===== src/rtl/bdc_pkg.sv =====
// Shared types and constants for the de Casteljau Bezier evaluator.
// Used by bdc_ctrl, bdc_datapath and the top level; no dependencies.
package bdc_pkg;

	localparam int MAX_POINTS = 16;
	localparam int IDX_W      = $clog2(MAX_POINTS);
	localparam int CNT_W      = $clog2(MAX_POINTS + 1);
	localparam int COORD_W    = 16;
	localparam int T_W        = 17;
	localparam int PROD_W     = 35;

	localparam logic [T_W-1:0] ONE_Q16 = T_W'(65536);

	localparam logic [2:0] ACT_APPEND  = 3'd0;
	localparam logic [2:0] ACT_CLEAR   = 3'd1;
	localparam logic [2:0] ACT_DROP    = 3'd2;
	localparam logic [2:0] ACT_EVAL    = 3'd3;
	localparam logic [2:0] ACT_SUBDIV  = 3'd4;

	localparam logic [1:0] ERR_OK      = 2'd0;
	localparam logic [1:0] ERR_EMPTY   = 2'd1;
	localparam logic [1:0] ERR_FULL    = 2'd2;

	typedef struct packed {
		logic        [2:0]         action;
		logic signed [COORD_W-1:0] point_x;
		logic signed [COORD_W-1:0] point_y;
		logic        [T_W-1:0]     eval_t;
	} in_item_t;

	typedef struct packed {
		logic signed [COORD_W-1:0] out_x;
		logic signed [COORD_W-1:0] out_y;
		logic                      right_half;
		logic                      last;
		logic        [1:0]         error;
	} out_item_t;

	typedef struct packed {
		logic signed [COORD_W-1:0] y;
		logic signed [COORD_W-1:0] x;
	} point_t;

	typedef struct packed {
		logic             load_in;
		logic             cp_we;
		logic             copy_rd;
		logic             lvl_rd;
		logic             emit_rd;
		logic [IDX_W-1:0] idx;
		logic [IDX_W-1:0] level;
		logic             out_load;
		logic             out_right;
		logic             out_last;
		logic [1:0]       out_err;
	} dp_cmd_t;

	typedef struct packed {
		logic busy;
		logic out_free;
	} dp_status_t;

endpackage


===== src/rtl/bdc_datapath.sv =====
// Datapath: control point store, work and left-polygon memories, one
// interpolation lane per coordinate, and the result register. Uses bdc_pkg.
module bdc_datapath import bdc_pkg::*; (
	input  logic       clk,
	input  logic       arst_n,
	input  dp_cmd_t    cmd,
	input  point_t     in_point,
	input  logic [T_W-1:0] t_in,
	output dp_status_t status,
	output logic       out_valid,
	input  logic       out_ready,
	output out_item_t  out_data
);

	point_t cp_mem [MAX_POINTS];
	point_t wk_mem [MAX_POINTS];
	point_t lf_mem [MAX_POINTS];

	point_t         pt_q;
	logic [T_W-1:0] t_q;
	point_t         cp_rdata_q;
	point_t         wk_rdata_q;
	point_t         lf_rdata_q;
	point_t         prev_q;

	logic             copy_s1;
	logic             lvl_s1;
	logic [IDX_W-1:0] idx_s1;
	logic [IDX_W-1:0] level_s1;

	logic                     wv_s2;
	logic [IDX_W-1:0]         widx_s2;
	logic [IDX_W-1:0]         level_s2;
	logic signed [PROD_W-1:0] prod_x_s2;
	logic signed [PROD_W-1:0] prod_y_s2;
	logic signed [COORD_W-1:0] a_x_s2;
	logic signed [COORD_W-1:0] a_y_s2;

	logic             out_valid_q;
	out_item_t        out_q;

	logic signed [COORD_W:0]  dx;
	logic signed [COORD_W:0]  dy;
	logic signed [T_W:0]      t_s;
	logic signed [PROD_W-1:0] prod_x;
	logic signed [PROD_W-1:0] prod_y;
	logic signed [PROD_W-1:0] rnd_x;
	logic signed [PROD_W-1:0] rnd_y;
	point_t                   lerp_res;
	point_t                   out_pt;

	// b - a, times t; a + round(product / 2^16), halves toward +inf
	assign dx     = {wk_rdata_q.x[COORD_W-1], wk_rdata_q.x} - {prev_q.x[COORD_W-1], prev_q.x};
	assign dy     = {wk_rdata_q.y[COORD_W-1], wk_rdata_q.y} - {prev_q.y[COORD_W-1], prev_q.y};
	assign t_s    = $signed({1'b0, t_q});
	assign prod_x = PROD_W'(dx * t_s);
	assign prod_y = PROD_W'(dy * t_s);
	assign rnd_x  = prod_x_s2 + PROD_W'(32768);
	assign rnd_y  = prod_y_s2 + PROD_W'(32768);
	assign lerp_res.x = a_x_s2 + rnd_x[31:16];
	assign lerp_res.y = a_y_s2 + rnd_y[31:16];

	assign out_pt = cmd.out_right ? wk_rdata_q : lf_rdata_q;

	always_ff @(posedge clk) begin
		if (cmd.load_in) begin
			pt_q <= in_point;
			t_q  <= t_in;
		end
		if (cmd.cp_we) begin
			cp_mem[cmd.idx] <= pt_q;
		end
		if (cmd.copy_rd) begin
			cp_rdata_q <= cp_mem[cmd.idx];
		end
		if (cmd.lvl_rd || cmd.emit_rd) begin
			wk_rdata_q <= wk_mem[cmd.idx];
		end
		if (cmd.emit_rd) begin
			lf_rdata_q <= lf_mem[cmd.idx];
		end
		if (copy_s1) begin
			wk_mem[idx_s1] <= cp_rdata_q;
		end else if (wv_s2) begin
			wk_mem[widx_s2] <= lerp_res;
		end
		if (copy_s1 && idx_s1 == '0) begin
			lf_mem[0] <= cp_rdata_q;
		end else if (wv_s2 && widx_s2 == '0) begin
			lf_mem[level_s2] <= lerp_res;
		end
		idx_s1   <= cmd.idx;
		level_s1 <= cmd.level;
		if (lvl_s1) begin
			prev_q    <= wk_rdata_q;
			prod_x_s2 <= prod_x;
			prod_y_s2 <= prod_y;
			a_x_s2    <= prev_q.x;
			a_y_s2    <= prev_q.y;
			widx_s2   <= idx_s1 - IDX_W'(1);
			level_s2  <= level_s1;
		end
		if (cmd.out_load) begin
			out_q.out_x      <= (cmd.out_err != ERR_OK) ? '0 : out_pt.x;
			out_q.out_y      <= (cmd.out_err != ERR_OK) ? '0 : out_pt.y;
			out_q.right_half <= cmd.out_right;
			out_q.last       <= cmd.out_last;
			out_q.error      <= cmd.out_err;
		end
	end

	always_ff @(posedge clk or negedge arst_n) begin
		if (!arst_n) begin
			copy_s1     <= 1'b0;
			lvl_s1      <= 1'b0;
			wv_s2       <= 1'b0;
			out_valid_q <= 1'b0;
		end else begin
			copy_s1 <= cmd.copy_rd;
			lvl_s1  <= cmd.lvl_rd;
			wv_s2   <= lvl_s1 && (idx_s1 != '0);
			if (cmd.out_load) begin
				out_valid_q <= 1'b1;
			end else if (out_ready) begin
				out_valid_q <= 1'b0;
			end
		end
	end

	assign status.busy     = copy_s1 | lvl_s1 | wv_s2;
	assign status.out_free = !out_valid_q || out_ready;
	assign out_valid       = out_valid_q;
	assign out_data        = out_q;

endmodule


===== src/rtl/bdc_ctrl.sv =====
// Controller: decodes actions, keeps the point count and sequences copy,
// interpolation levels and result beats. Uses bdc_pkg.
module bdc_ctrl import bdc_pkg::*; (
	input  logic       clk,
	input  logic       arst_n,
	input  logic       in_valid,
	output logic       in_ready,
	input  logic [2:0] in_action,
	input  dp_status_t status,
	output dp_cmd_t    cmd
);

	localparam logic [2:0] ST_IDLE    = 3'd0;
	localparam logic [2:0] ST_DECODE  = 3'd1;
	localparam logic [2:0] ST_ERR     = 3'd2;
	localparam logic [2:0] ST_COPY    = 3'd3;
	localparam logic [2:0] ST_DRAIN   = 3'd4;
	localparam logic [2:0] ST_LVL     = 3'd5;
	localparam logic [2:0] ST_EMIT_RD = 3'd6;
	localparam logic [2:0] ST_EMIT_LD = 3'd7;

	logic [2:0]       state_q;
	logic [2:0]       action_q;
	logic [CNT_W-1:0] count_q;
	logic [CNT_W-1:0] level_q;
	logic [IDX_W-1:0] idx_q;
	logic [1:0]       err_q;
	logic             half_q;

	logic [CNT_W-1:0] idx_w;
	logic [CNT_W-1:0] last_idx;
	logic [CNT_W-1:0] lvl_end;
	logic             is_eval;
	logic             emit_last;

	assign idx_w     = CNT_W'(idx_q);
	assign last_idx  = count_q - CNT_W'(1);
	assign lvl_end   = count_q - level_q;
	assign is_eval   = (action_q == ACT_EVAL);
	assign emit_last = is_eval || (half_q && idx_w == last_idx);
	assign in_ready  = (state_q == ST_IDLE);

	always_comb begin
		cmd           = '0;
		cmd.load_in   = in_valid && in_ready;
		cmd.idx       = idx_q;
		cmd.level     = level_q[IDX_W-1:0];
		cmd.out_right = half_q;
		cmd.out_last  = 1'b1;
		cmd.out_err   = err_q;
		unique case (state_q)
			ST_DECODE: begin
				cmd.idx   = count_q[IDX_W-1:0];
				cmd.cp_we = (action_q == ACT_APPEND) && (count_q != CNT_W'(MAX_POINTS));
			end
			ST_ERR: begin
				cmd.out_load  = status.out_free;
				cmd.out_right = 1'b0;
			end
			ST_COPY: begin
				cmd.copy_rd = 1'b1;
			end
			ST_LVL: begin
				cmd.lvl_rd = 1'b1;
			end
			ST_EMIT_RD: begin
				cmd.emit_rd = 1'b1;
			end
			ST_EMIT_LD: begin
				cmd.out_load = status.out_free;
				cmd.out_last = emit_last;
				cmd.out_err  = ERR_OK;
			end
			default: begin
			end
		endcase
	end

	always_ff @(posedge clk or negedge arst_n) begin
		if (!arst_n) begin
			state_q  <= ST_IDLE;
			action_q <= ACT_APPEND;
			count_q  <= '0;
			level_q  <= '0;
			idx_q    <= '0;
			err_q    <= ERR_OK;
			half_q   <= 1'b0;
		end else begin
			unique case (state_q)
				ST_IDLE: begin
					if (in_valid) begin
						action_q <= in_action;
						state_q  <= ST_DECODE;
					end
				end
				ST_DECODE: begin
					idx_q   <= '0;
					half_q  <= 1'b0;
					state_q <= ST_IDLE;
					case (action_q)
						ACT_APPEND: begin
							if (count_q == CNT_W'(MAX_POINTS)) begin
								err_q   <= ERR_FULL;
								state_q <= ST_ERR;
							end else begin
								count_q <= count_q + CNT_W'(1);
							end
						end
						ACT_CLEAR: begin
							count_q <= '0;
						end
						ACT_DROP: begin
							if (count_q == '0) begin
								err_q   <= ERR_EMPTY;
								state_q <= ST_ERR;
							end else begin
								count_q <= last_idx;
							end
						end
						ACT_EVAL, ACT_SUBDIV: begin
							if (count_q == '0) begin
								err_q   <= ERR_EMPTY;
								state_q <= ST_ERR;
							end else begin
								state_q <= ST_COPY;
							end
						end
						default: begin
						end
					endcase
				end
				ST_ERR: begin
					if (status.out_free) begin
						state_q <= ST_IDLE;
					end
				end
				ST_COPY: begin
					if (idx_w == last_idx) begin
						idx_q   <= '0;
						level_q <= CNT_W'(1);
						state_q <= ST_DRAIN;
					end else begin
						idx_q <= idx_q + IDX_W'(1);
					end
				end
				ST_DRAIN: begin
					if (!status.busy) begin
						if (level_q == count_q) begin
							idx_q   <= is_eval ? last_idx[IDX_W-1:0] : '0;
							half_q  <= 1'b0;
							state_q <= ST_EMIT_RD;
						end else begin
							idx_q   <= '0;
							state_q <= ST_LVL;
						end
					end
				end
				ST_LVL: begin
					if (idx_w == lvl_end) begin
						idx_q   <= '0;
						level_q <= level_q + CNT_W'(1);
						state_q <= ST_DRAIN;
					end else begin
						idx_q <= idx_q + IDX_W'(1);
					end
				end
				ST_EMIT_RD: begin
					state_q <= ST_EMIT_LD;
				end
				ST_EMIT_LD: begin
					if (status.out_free) begin
						if (emit_last) begin
							state_q <= ST_IDLE;
						end else if (idx_w == last_idx) begin
							half_q  <= 1'b1;
							idx_q   <= '0;
							state_q <= ST_EMIT_RD;
						end else begin
							idx_q   <= idx_q + IDX_W'(1);
							state_q <= ST_EMIT_RD;
						end
					end
				end
				default: begin
					state_q <= ST_IDLE;
				end
			endcase
		end
	end

endmodule


===== src/rtl/bezier_de_casteljau_evaluator_unit.sv =====
// Top level of the de Casteljau Bezier evaluator: split point register,
// parameter saturation, controller and datapath. Uses bdc_pkg, bdc_ctrl, bdc_datapath.
//
// Stores up to MAX_POINTS control points (Q12.4) and takes one action per input
// beat: append, clear, drop last, evaluate at eval_t, or subdivide at split_point
// (both Q1.16, values above 1.0 saturate). Items are handled one at a time.
// Append, clear and drop pass through a decode state before the next accept. With n
// points, evaluate runs a copy pass over the n points and a drain, then per level
// one work-memory read per point of the previous level plus a drain of the
// interpolation pipe, then a read and a load for the result beat. Subdivide
// spends a read and a load on each of its 2n beats, left polygon first, then
// right polygon with last on the final beat. Waiting on out_ready in the output
// register stalls these steps. The single read port of the work memory sets the
// pace. Empty or full store gives one error beat. split_point resets to one half.
module bezier_de_casteljau_evaluator_unit import bdc_pkg::*; (
	input  logic           clk,
	input  logic           arst_n,
	input  logic           in_valid,
	output logic           in_ready,
	input  in_item_t       in_data,
	output logic           out_valid,
	input  logic           out_ready,
	output out_item_t      out_data,
	input  logic           cfg_valid,
	output logic           cfg_ready,
	input  logic [T_W-1:0] cfg_data
);

	logic [T_W-1:0] split_q;
	logic [T_W-1:0] t_raw;
	logic [T_W-1:0] t_sat;
	dp_cmd_t        cmd;
	dp_status_t     status;
	point_t         in_point;

	assign cfg_ready = 1'b1;

	always_ff @(posedge clk or negedge arst_n) begin
		if (!arst_n) begin
			split_q <= T_W'(32768);
		end else if (cfg_valid) begin
			split_q <= cfg_data;
		end
	end

	assign t_raw      = (in_data.action == ACT_SUBDIV) ? split_q : in_data.eval_t;
	assign t_sat      = (t_raw > ONE_Q16) ? ONE_Q16 : t_raw;
	assign in_point.x = in_data.point_x;
	assign in_point.y = in_data.point_y;

	bdc_ctrl u_ctrl (
		.clk       (clk),
		.arst_n    (arst_n),
		.in_valid  (in_valid),
		.in_ready  (in_ready),
		.in_action (in_data.action),
		.status    (status),
		.cmd       (cmd)
	);

	bdc_datapath u_datapath (
		.clk       (clk),
		.arst_n    (arst_n),
		.cmd       (cmd),
		.in_point  (in_point),
		.t_in      (t_sat),
		.status    (status),
		.out_valid (out_valid),
		.out_ready (out_ready),
		.out_data  (out_data)
	);

endmodule


===== config.mk =====
export PLATFORM = sky130hd
export DESIGN_NAME = bezier_de_casteljau_evaluator_unit
export DESIGN_NICKNAME = d
export VERILOG_FILES = /design/src/rtl/bdc_pkg.sv /design/src/rtl/bdc_datapath.sv /design/src/rtl/bdc_ctrl.sv /design/src/rtl/bezier_de_casteljau_evaluator_unit.sv
export SDC_FILE = /design/constraint.sdc
export NUM_CORES = 2
export LEC_CHECK = 0
export BUFFER_PORTS_ARGS = -buffer_cell sky130_fd_sc_hd__buf_2
export CORE_ASPECT_RATIO = 0.8
export CORE_MARGIN = 2
export CORE_UTILIZATION = 25
export DETAILED_ROUTE_END_ITERATION = 8
export PLACE_DENSITY = 0.44
export SKIP_CTS_REPAIR_TIMING = 1
export SLEW_MARGIN = 20
export SYNTH_ARGS = -nofsm -noshare
export SYNTH_HDL_FRONTEND = slang
export SYNTH_HIERARCHICAL = 1
export SYNTH_SLANG_ARGS = --single-unit
export TNS_END_PERCENT = 5

===== constraint.sdc =====
create_clock -name clk -period 10.6 [get_ports clk]
set_input_delay 2.12 -clock clk [delete_from_list [all_inputs] [get_ports clk]]
set_output_delay 2.12 -clock clk [all_outputs]
set_load 0.01 [all_outputs]

* Yosys cells after proc, flatten, opt, wreduce, memory -nomap -nowiden
Memories as Yosys holds them, arrays and structs flattened. A register that Yosys moved wholly into a read port is not among the register bits.
Cells that the tools add are included.
** Word-level totals
- Flip-flop bits (word level) :: 273
- Bits in latches :: 0
- Bits in writable memories :: 1536
- Memory bits (read-only) :: 0
- Bits of input ports :: 74
- Word-level logic and storage cells :: 181
- Memories :: 3
** Memory list
- u_datapath.cp_mem :: depth 16, width 32, rd ports 1, clocked after memory_dff 1, wr ports 1, RTL line bdc_datapath.sv:15 : point_t cp_mem [MAX_POINTS];
- u_datapath.lf_mem :: depth 16, width 32, rd ports 1, clocked after memory_dff 1, wr ports 1, RTL line bdc_datapath.sv:17 : point_t lf_mem [MAX_POINTS];
- u_datapath.wk_mem :: depth 16, width 32, rd ports 1, clocked after memory_dff 1, wr ports 1, RTL line bdc_datapath.sv:16 : point_t wk_mem [MAX_POINTS];
** Operators by class
- Add/sub/neg operators :: 12
- Multiply operators :: 2
- Div/mod/pow operators :: 0
- $lt $le $gt $ge :: 1
- Equal/unequal tests :: 30
- Shifts and indexed selects :: 0
- Mux-type cells :: 66
- Bitwise operators :: 2
- Reduce and logical (&&, ||, !) cells :: 35
** Operators with widths (number)
- 2-to-1 mux 32 bit :: 3
- adder 32 x 17 -> 32 bit, second input constant :: 2
- multiplier 17 x 18 -> 32 bit :: 2
- OR reduction 32 bit :: 2
- 2-to-1 mux 4 bit :: 10
- subtractor 16 x 16 -> 17 bit :: 2
- adder 16 bit :: 2
- 2-to-1 mux 1 bit :: 28
- case mux 3 bit (8 select lines) :: 1
- 2-to-1 mux 3 bit :: 7
- 2-to-1 mux 5 bit :: 4
- case mux 4 bit (5 select lines) :: 1
- == test 3 bit, second input constant :: 6
- greater-than comparator 17 bit, second input constant :: 1
- 2-to-1 mux 17 bit :: 1
- != test 2 bit, second input constant :: 8
- case mux 5 bit (3 select lines) :: 1
- == test 3 x 2 -> 1 bit, second input constant :: 4
- 2-to-1 mux 2 bit :: 6
- AND reduction 4 bit :: 3
- AND reduction 6 bit :: 2
- adder 5 x 1 -> 5 bit, second input constant :: 2
- == test 4 x 5 -> 1 bit :: 2
- != test 2 x 1 -> 1 bit, second input constant :: 5
- 27 further kinds :: 43

* Depth between registers and ports, before layout
- Word-level depth :: 7
- Gate-level depth with buffers :: 35
- Mapped depth without buffers :: 34

* Hierarchy
Netlist, hierarchy kept.
** Modules (own cells, without submodules)
- bdc_datapath :: instances 1, cells each 5218, area each 88997.9 µm²
- bdc_ctrl :: instances 1, cells each 250, area each 2135.8 µm²
- bezier_de_casteljau_evaluator_unit :: instances 1, cells each 105, area each 984.7 µm²

* Worst setup path before layout
No wires, ideal clock.
- Kind :: flip-flop to flip-flop
- Start :: reg, netlist name u_datapath/wk_rdata_q[0]
- End :: reg u_datapath.prod_x_s2[31] (data pin)
- Setup time :: 0.268 ns
- Arrival :: 7.700 ns
- Required time :: 10.332 ns
- Slack :: 2.633 ns
- Stages on the path, launching flop included :: 34
- Clock period less this slack :: 7.967 ns
- Cells stage by stage :: edfxtp_1 > inv_1 > ha_1 > fa_1 > nor2b_1 > o31ai_1 > a211oi_2 > nor2_1 > a211oi_1 > o21ai_1 > and3_1 > nor2_1 > clkbuf_1 > nand2_1 > fa_1 > fa_1 > inv_1 > fa_1 > fa_1 > fa_1 > inv_1 > fa_1 > inv_1 > ha_1 > o21a_1 > o21ai_0 > a2111oi_2 > nor3_4 > a211oi_4 > a21oi_4 > o21ai_4 > a211oi_2 > xnor2_1 > xnor3_1
** Between the ends
- Word-level cells in the longest chain between the ends :: 2
** Ends and longest elaborated chain
- subtractor 16 x 16 -> 17 bit :: RTL line bdc_datapath.sv:53 : assign dx = {wk_rdata_q.x[COORD_W-1], wk_rdata_q.x} - {prev_q.x[COORD_W-1], prev_q.x};
- multiplier 17 x 18 -> 32 bit :: RTL line bdc_datapath.sv:56 : assign prod_x = PROD_W'(dx * t_s);
- via u_datapath.prod_x[31] :: RTL line bdc_datapath.sv:45 : logic signed [PROD_W-1:0] prod_x;
- end signal: assignment :: RTL line bdc_datapath.sv:96 : prod_x_s2 <= prod_x;
- end: declaration :: RTL line bdc_datapath.sv:34 : logic signed [PROD_W-1:0] prod_x_s2;
The timed path passes the listed nets, and every way through them passes these cells.
A chain may end at the register's enable or synchronous reset.

* Final worst setup path
- Start :: reg, netlist name u_datapath/wk_rdata_q[0]
- End :: reg u_datapath.prod_x_s2[31] (data pin)
** Between the ends
- Word-level cells in the longest chain between the ends :: 2
** Ends and longest elaborated chain (RTL line)
- subtractor 16 x 16 -> 17 bit :: bdc_datapath.sv:53
- multiplier 17 x 18 -> 32 bit :: bdc_datapath.sv:56
- via u_datapath.prod_x[31] :: bdc_datapath.sv:45
The timed path passes the listed nets, and every way through them passes these cells.

==> run metrics <==
WP data arrival=9300 ps; Setup crit end kind=flop; vias in the first global route=51300; LEAKAGE=37.2 nW; Sink Count=1875; total gr overflow=0; Final ANT Viol Nets=0; global-route total usage across every layer=0.140; Finish-stage setup viols=0; power per cell area=138 mW/mm²; layout cells sized above 1=0.198; synthesized cell area=0.0921 mm²; Max-slew headroom=0.214; PortBufs=111; count of cell types in the netlist=96; Critical Path Fanout Max=17; top cells by count, synth=edfxtp_1 (1823), inv_1 (619), mux4_2 (480); CP startpoint kind=flop; final worst setup slack=1850 ps; RSZ-0062 raised after global routing=false; CP Class=reg -> reg; Ports=113; Sum Neg Setup Slack=0 ps; final WL=264000 µm; CTS tree=done; final period utilization=0.826; mux share of post-synthesis cell area=0.125; complex-gate fraction of the synthesized area=0.0233; dominant cell type by area after synthesis=edfxtp_1; Core Region=0.367 mm²; die height=547 µm; outcome=complete, no violations; Worst Hold Class=reg -> reg; via count=48700; Post-Synth XOR/XNOR Area=0.0134; routability-driven placement congestion ratio=0.776; Comb power frac=0.003; post-route minimum period=8750 ps; Synth Instances=5573; first-pass GRT wire length=380000 µm; pre-CTS setup slack=1980 ps; Max Clk Rate=114 MHz; worst path required time=11150 ps; Initial Utilization=0.251; number of enable flip-flop cells after synthesis=1823; flops & latches, synth=1875; Sw Ratio=0.198; total iterations of the first detailed-routing run=5; reg2reg path depth=33; Final Cell Area=0.106 mm²; Post-synth top flop=edfxtp_1; fin nets=6620; Iter 0 DRT Violations=3929; most frequent CP cell=fa_1; later-pin clock latency in the skew report=880 ps; sequential share of power=0.550; simple-gate area share of the yosys netlist=0.0582; Final Hold Fails=0; clock slew at reported path FFs=80 ps; Worst path depth=33; Internal=11.7 mW; Clk network pwr share=0.447; CTS buffer count=188; worst-margin pin slew=1180 ps; DRC violations left=0; most common cell in the netlist=edfxtp_1; Avg Cell Area, Syn=16.5 µm²; vias per cell=4.48; critical path's top delay family=adder cells; WL/cell=24.2 µm; CTS max path bufs=4; HPWL after DPL=160000 µm; clk_skew=118 ps; max-cap violations=0; antenna violations before repair=17; Final Power=14.6 mW; syn_nets=6383; area grow syn2layout=14.7%; post-synthesis sequential area ratio=0.608; Hold Path Depth=0; largest family of logic cells by synthesized area=adder cells; Slew Limit Fails=0; Largest stage delay, worst path=490 ps; largest net degree at the start of global routing=107; post-synthesis adder-cell area fraction=0.137; htree depth=4; Die ar.=0.373 mm²; Die X=683 µm; Placed Instance Area=0.0998 mm²; largest cells by area after synthesis=edfxtp_1 (59%), mux4_2 (12%), fa_1 (9.8%); Max stage delay cell, worst path=fa_1; Sw Pwr=2.89 mW; ys async rst share=0.0235; CP Buf/Inv Count=5; Ys Warns=6; num rows=199; worst vdd ir=0.129 mV; CTS root buffer=clkbuf_16; share of the synthesized area in the top cell type=0.594
-- cell type report --
cell class | instances | area (µm²)
diodes | 2 | 5.00
fillers | 36600 | 261000
clock inverters | 95 | 862
well taps | 4924 | 6160
inverters | 621 | 2330
clock buffers | 233 | 4940
multi-input cells | 2835 | 33400
flip-flops and latches | 1875 | 56000
repair buffers | 289 | 1960
-- cells in the final DEF (no fill, tap or decap), types with 15 or more instances in the layout --
master     synthesis  layout
mux2_2            29      26
nor2b_1           79      79
nor3_1            39      32
o21ai_0           83      70
xor2_1            46      46
a21o_1            21      21
mux4_2           480     480
inv_1            619     619
fa_1             451     451
mux2i_1           32      32
nor2_1           165     124
or2_2             23      22
and3_1            22      22
and2_1           201     200
o21a_1            16      15
xnor2_1           91      83
buf_4              6     172
clkinv_1           1      39
ha_1             285     285
edfxtp_1        1823    1823
clkbuf_1         192      42
nand2_1          439     438
nand2b_1          24      23
buf_2             11     111
clkinv_2           0      33
a21oi_1           84      82
bufinv_16          0      15
clkbuf_16          0     191
nor2_4             0      41
nand3_1           41      41
dfrtp_1           43      42
-- sequential cells by signal, summed over array words and instances (netlist names), 5 cells and up --
register               cells
u_datapath/lf_rdata_q     32
u_datapath/lf_mem        512
u_datapath/cp_mem        512
u_datapath/prod_y_s2      17
u_datapath/wk_mem        512
u_datapath/prod_x_s2      17
u_datapath/prev_q         32
u_datapath/a_x_s2         16
u_datapath/pt_q           32
u_datapath/out_data       36
u_datapath/cp_rdata_q     32
u_ctrl/level_q             5
u_ctrl/count_q             5
u_datapath/t_q            17
split_q                   17
u_datapath/wk_rdata_q     32
u_datapath/a_y_s2         16
-- power by group through the flow --
| stage | registers [mW] | logic, mW | clock network [mW] |
|---|---|---|---|
| after floorplan | 8.18 | 0.0183 | 0 |
| after global placement | 8.18 | 0.0444 | 0 |
| after detailed placement | 8.18 | 0.0442 | 0 |
| after CTS | 8.02 | 0.0447 | 6.70 |
| after global routing | 8.01 | 0.0484 | 6.97 |
| final | 8.02 | 0.0437 | 6.51 |
-- cells by family (layout without fill, tap and decap cells) --
group | count (synthesis) | in the layout
adder cells (fa/ha/maj) | 736 | 736
XOR/XNOR | 139 | 139
other | 1 | 3
AO/OA/AOI/OAI | 321 | 321
AND/OR/NAND/NOR | 1096 | 1096
multiplexers | 542 | 542
buffers and inverters | 863 | 1238
flip-flops | 1875 | 1875
-- worst paths after layout --
path / start / to / slack (ps)
worst max-delay path: u_datapath/wk_rdata_q[0] / u_datapath/prod_x_s2[31] / 1850
worst max register to register: u_datapath/wk_rdata_q[0] / u_datapath/prod_x_s2[31] / 1850
worst min register to register: u_datapath/level_s1[2] / u_datapath/level_s2[2] / 400
min in group asynchronous: arst_n / split_q[11] / 1470
max in group asynchronous: arst_n / u_datapath/lvl_s1 / 8560
worst min-delay path: u_datapath/level_s1[2] / u_datapath/level_s2[2] / 400
-- per-stage QoR --
stage | hold WS [ps] | cells | utilization
2_1_floorplan | 386 | 5573 | -
3_3_place_gp | 396 | 10500 | 0.272
3_5_place_dp | 396 | 10500 | 0.272
4_1_cts | 404 | 10900 | 0.288
5_1_grt | 424 | 10900 | 0.288
6_report | 404 | 10900 | 0.288
-- layer usage --
metal  part of all wire  GRT usage
met5                  0          0
met4              0.016     0.0247
met3              0.045     0.0188
met2               0.46      0.222
met1               0.48      0.206
Power figures use the tool's default switching activity.
